<file path="src/sv/msr_pkg.sv">
// Shared types, sizes and helpers for the maximum sub-rectangle sum block.
// Used by msr_alu and max_subrectangle_sum; depends on nothing else.
package msr_pkg;

  // Matrix limits and element width
  localparam int MAX_ROWS  = 64;
  localparam int MAX_COLS  = 64;
  localparam int ELEM_BITS = 32;

  // Fixed field widths
  localparam int SUM_W  = 64;
  localparam int ELEM_W = 32;
  localparam int CFG_W  = 7;
  localparam int OUT_CW = 7;

  // Derived widths
  localparam int RIDX_W    = (MAX_ROWS > 1) ? $clog2(MAX_ROWS) : 1;
  localparam int CIDX_W    = (MAX_COLS > 1) ? $clog2(MAX_COLS) : 1;
  localparam int DIM_MAX   = (MAX_ROWS > MAX_COLS) ? MAX_ROWS : MAX_COLS;
  localparam int CRD_W     = $clog2(DIM_MAX + 2);
  localparam int PFX_DEPTH = MAX_ROWS * MAX_COLS;
  localparam int ADDR_W    = (PFX_DEPTH > 1) ? $clog2(PFX_DEPTH) : 1;

  localparam logic [SUM_W-1:0] ELEM_MASK = (SUM_W'(1) << ELEM_BITS) - SUM_W'(1);

  // Configuration register indexes
  localparam logic REG_ROW_COUNT = 1'b0;
  localparam logic REG_COL_COUNT = 1'b1;

  // Sequencer states
  typedef enum logic [2:0] {
    S_IDLE,
    S_LD_CMP,
    S_LD_WR,
    S_SW_RD,
    S_SW_DIFF,
    S_SW_RUN,
    S_SW_PAIR,
    S_EMIT
  } msr_state_t;

  // Shared adder request and response
  typedef struct packed {
    logic [SUM_W-1:0] a;
    logic [SUM_W-1:0] b;
    logic [SUM_W-1:0] c;
    logic             sub;
  } alu_req_t;

  typedef struct packed {
    logic [SUM_W-1:0] res;
    logic             gt;
    logic             neg;
  } alu_rsp_t;

  // Sign-extend the low ELEM_BITS bits of an item to the sum width
  function automatic logic [SUM_W-1:0] ext_elem(logic [ELEM_W-1:0] raw);
    logic [SUM_W-1:0] v;
    v = SUM_W'(raw) & ELEM_MASK;
    if (v[ELEM_BITS-1]) begin
      v = v | ~ELEM_MASK;
    end
    return v;
  endfunction

  // Clamp a dimension register to 1..hi and return it minus one
  function automatic int dim_m1(logic [CFG_W-1:0] v, int hi);
    int d;
    d = int'(v);
    if (d == 0) begin
      d = 1;
    end
    if (d > hi) begin
      d = hi;
    end
    return d - 1;
  endfunction

  // Prefix store address of (row, column)
  function automatic logic [ADDR_W-1:0] prefix_addr(logic [RIDX_W-1:0] r,
                                                     logic [CIDX_W-1:0] c);
    return ADDR_W'(int'(r) * MAX_COLS + int'(c));
  endfunction

endpackage

</file>
<file path="src/sv/msr_alu.sv">
// Shared 64-bit add/subtract unit with a signed compare of the result.
// Depends on msr_pkg for the request and response structs.
module msr_alu (
  input  msr_pkg::alu_req_t req,
  output msr_pkg::alu_rsp_t rsp
);

  logic [msr_pkg::SUM_W-1:0] sum;

  // a + b or a - b, then compare against c
  assign sum     = req.sub ? (req.a - req.b) : (req.a + req.b);
  assign rsp.res = sum;
  assign rsp.neg = sum[msr_pkg::SUM_W-1];
  assign rsp.gt  = $signed(sum) > $signed(req.c);

endmodule

</file>
<file path="config.mk">
export PLATFORM = sky130hd
export DESIGN_NAME = msr_alu
export DESIGN_NICKNAME = d
export VERILOG_FILES = /design/src/sv/msr_pkg.sv /design/src/sv/msr_alu.sv
export SDC_FILE = /design/constraint.sdc
export NUM_CORES = 1
export LEC_CHECK = 0
export BUFFER_PORTS_ARGS = -buffer_cell sky130_fd_sc_hd__buf_2
export CAP_MARGIN = 20
export CORE_MARGIN = 3
export CORE_UTILIZATION = 48
export DETAILED_ROUTE_END_ITERATION = 10
export GPL_TIMING_DRIVEN = 0
export PLACE_DENSITY = 0.82
export REMOVE_ABC_BUFFERS = 1
export SYNTH_ARGS = -nofsm -noshare
export SYNTH_HDL_FRONTEND = slang
export SYNTH_SLANG_ARGS = --single-unit
</file>
<file path="constraint.sdc">
create_clock -name vclk -period 7.4
set_input_delay 1.48 -clock vclk [all_inputs]
set_output_delay 1.48 -clock vclk [all_outputs]
set_load 0.1 [all_outputs]
</file>
-- Word-level counts from Yosys, hierarchy flattened
Cells that the tools add are included.
- $add $sub $neg: 2
- multipliers: 0
- divide/modulo/power cells: 0
- magnitude comparators: 1
- equality and inequality tests: 0
- shift-type cells: 0
- muxes and demuxes: 1
- bitwise operators: 0
- reduce and logical (&&, ||, !) cells: 0
- operators with widths (cell ; number):
    $add 64x64->64 ; 1
    $gt 64x64->1 ; 1
    $mux 64 ; 1
    $sub 64x64->64 ; 1
- register bits: 0
- bits in latches: 0
- memory bits (writable): 0
- bits in read-only memories: 0
- bits of input ports: 193
- word-level logic and storage cells: 4
- memories kept: 0

-- Logic depth before layout (Yosys ltp)
- depth in word-level cells: 3
- gate-level depth with buffers: 30

-- Worst setup path before layout
Ideal clock, no wire load.
- path kind: input to output
- start: in req[75] in the netlist's numbering
- end: out rsp[1] in the netlist's numbering
- data arrival time: 10.205 ns
- data required time: 5.920 ns
- setup slack: -4.285 ns
- stages on the path: 28
- path buffers: 1
- cell sequence: nor3_2 nand2b_2 nor4_4 nand3b_4 nor3_1 a21oi_1 xnor2_1 ha_1 buf_2 nand2_1 o21bai_1 a211oi_2 o21ai_0 or2_1 o21ai_2 o21ai_2 o31ai_4 mux2i_1 a211oi_1 ha_1 a21o_1 a21o_1 a21oi_1 o21ai_0 a221oi_1 o21ai_0 xor2_1 a41oi_1
- RTL lines (what ; RTL line ; text):
    start, declared ; msr_alu.sv:4 ; input msr_pkg::alu_req_t req,
    end, declared ; msr_alu.sv:5 ; output msr_pkg::alu_rsp_t rsp

==> out/results.tsv <==
metric	value	unit
final_cell_mix	buf_2, a21oi_1, ha_1	
yosysUniqueCellTypes	69	
clock_buffers	0	
grt_setup_unrepaired	yes	
start_kind	input port	
syn_inst	986	
syn_area	6750	sq um
worst_slack	-1.71	ns
core	13500	sq um
die_h	125	microns
area_growth	44.9	%
finalWirelength	26400	microns
dieArea	15500	sq um
grt_max_degree	64	
power.leakage	4.91	nW
period_needed	9.11	ns
powerDensity	244	nW/um^2
whs_path_depth	4	
seq_cell_count	0	
finish.utilization	72.5	%
slew_headroom	43.7	%
holdWs	3.56	ns
drc_errors	0	
hold_violations	0	
ys_seq_area_share	0	%
cp_data_required_time	5.92	ns
status	complete, but fails checks	
finalSetupViolCount	11	
drt_iter0_drc	661	
placed_cell_area	8170	sq um
preCtsSetupSlack	-2.74	ns
drive_gt1_share	37.3	%
synth_area_leader_cell	ha_1	
hold_buffers	0	
violations	negative setup slack	
antenna_found_initial	1	
fill_cells	1041	
final_common_cell	buf_2	
fin_setup_tns	-2.94	ns
stdcell_area	9790	sq um
dp_hpwl	19400	microns
gp_routability_congestion	0.999	
nets	1624	
peakVddDrop	0.228	mV
grt-ovfl-total	0	
yosysWarnings	0	
critPathMaxFanout	6	
cp-end-kind	primary output	
synthTopCellsByArea	ha_1, xnor2_1, a21oi_1	
pin_count	259	
grt_pass1_vias	7863	
drv_slew	0	
fmax	110	MHz
postRouteAntennaNets	0	
arrival	7.63	ns
grt.total_usage	27.5	%
crit_type	in -> out	
drt-wirelength-per-cell	17.9	microns
vias_per_cell	5.98	
ff_latch_area	0	sq um
drtPass1Iterations	5	
synth_area_per_cell	6.85	sq um
worst_slew_pin_slew	0.837	ns
hp-class	in -> out	
n_antenna_cell	0	
multiInputGateArea	7030	sq um
drv_cap	0	
std_cell_rows	42	
synth_top_cell_area_share	23.7	%
start_util	50.0	%
via_count	8831	
die_w	125	microns
period_share	123	%
grt_pass1_wl	37000	microns
port_buffers	259	
## cell families (layout without fill, tap and decap cells)
family	count (synthesis)	after routing	share of synthesized area, %
AND/OR/NAND/NOR	291	291	22.7
multiplexers	2	2	0.296
buffers and inverters	119	433	6.91
adder cells (fa/ha/maj)	129	129	24.0
XOR/XNOR	124	124	16.2
AO/OA/AOI/OAI	321	321	29.9
## cell type report
| cell class | instances | area share, % |
|---|---|---|
| tap | 176 | 2.25 |
| multi-input combinational | 867 | 71.9 |
| inverter | 98 | 3.76 |
| timing repair buffer | 335 | 22.1 |
## Yosys cell counts, types with 3 or more instances
| cell | count |
|---|---|
| ha_1 | 128 |
| a31oi_1 | 9 |
| and3_1 | 6 |
| nor4_4 | 4 |
| nand2_1 | 59 |
| and2_1 | 6 |
| nor4_1 | 10 |
| o21ai_1 | 5 |
| xor2_1 | 18 |
| a21oi_1 | 136 |
| a41oi_1 | 3 |
| nand2b_1 | 14 |
| or3_1 | 3 |
| clkbuf_2 | 3 |
| o21ai_0 | 48 |
| nand4_1 | 32 |
| nand3_1 | 16 |
| inv_1 | 98 |
| nor2_1 | 91 |
| a211oi_1 | 5 |
| o21bai_1 | 20 |
| o21a_1 | 10 |
| nor3_1 | 22 |
| xnor2_1 | 105 |
| a21o_1 | 52 |
| clkbuf_1 | 14 |
| nor2b_1 | 9 |
| a221oi_1 | 4 |
## power by group
part | leakage [nW] | internal, mW | switching [mW]
combinational | 4.91 | 0.716 | 1.67
clock | 0 | 0 | 0
sequential | 0 | 0 | 0
## per-layer routing
metal  GRT usage (%)  wire [microns]  vias to the layer above
met4            5.48            1020                        2
met2            49.8           13000                      492
met1            34.1           10100                     4046
met5               0              13                        -
li1                -               -                     4190
met3            4.89            2270                      101
## critical path: stages
cell	delay [ns]
buf_2	0.13
nor4_1	0.73
nand2b_1	0.20
or4_1	0.63
nor2_4	0.23
and3b_2	0.28
buf_4	0.13
a21oi_1	0.06
xnor2_1	0.20
ha_2	0.35
a21o_1	0.21
a21oi_2	0.17
o21bai_2	0.09
a21o_1	0.19
a21oi_1	0.13
o21ai_0	0.09
a21oi_1	0.17
o21ai_2	0.11
xnor2_2	0.18
ha_4	0.31
nand4_1	0.27
nor4_4	0.39
buf_4	0.19
a221oi_4	0.06
o21ai_2	0.09
xor2_1	0.10
a41oi_2	0.21
buf_12	0.21
## final timing paths
check,from,end,slack [ns]
max,req[103],rsp[1],-1.71
min,req[177],rsp[50],3.56
## stage by stage
step | cells | power, mW
floorplan | 965 | 1.65
global placement | 1400 | 2.01
detailed placement | 1400 | 2.03
CTS | 1422 | 2.11
global route | 1476 | 2.51
finish | 1476 | 2.39
## repair_timing
item | CTS | global route
pin swaps | 38 | 108
setup endpoints to repair | 35 | 26
resized for setup | 78 | 189
setup buffers | 22 | 54
Power figures use the tool's default switching activity.
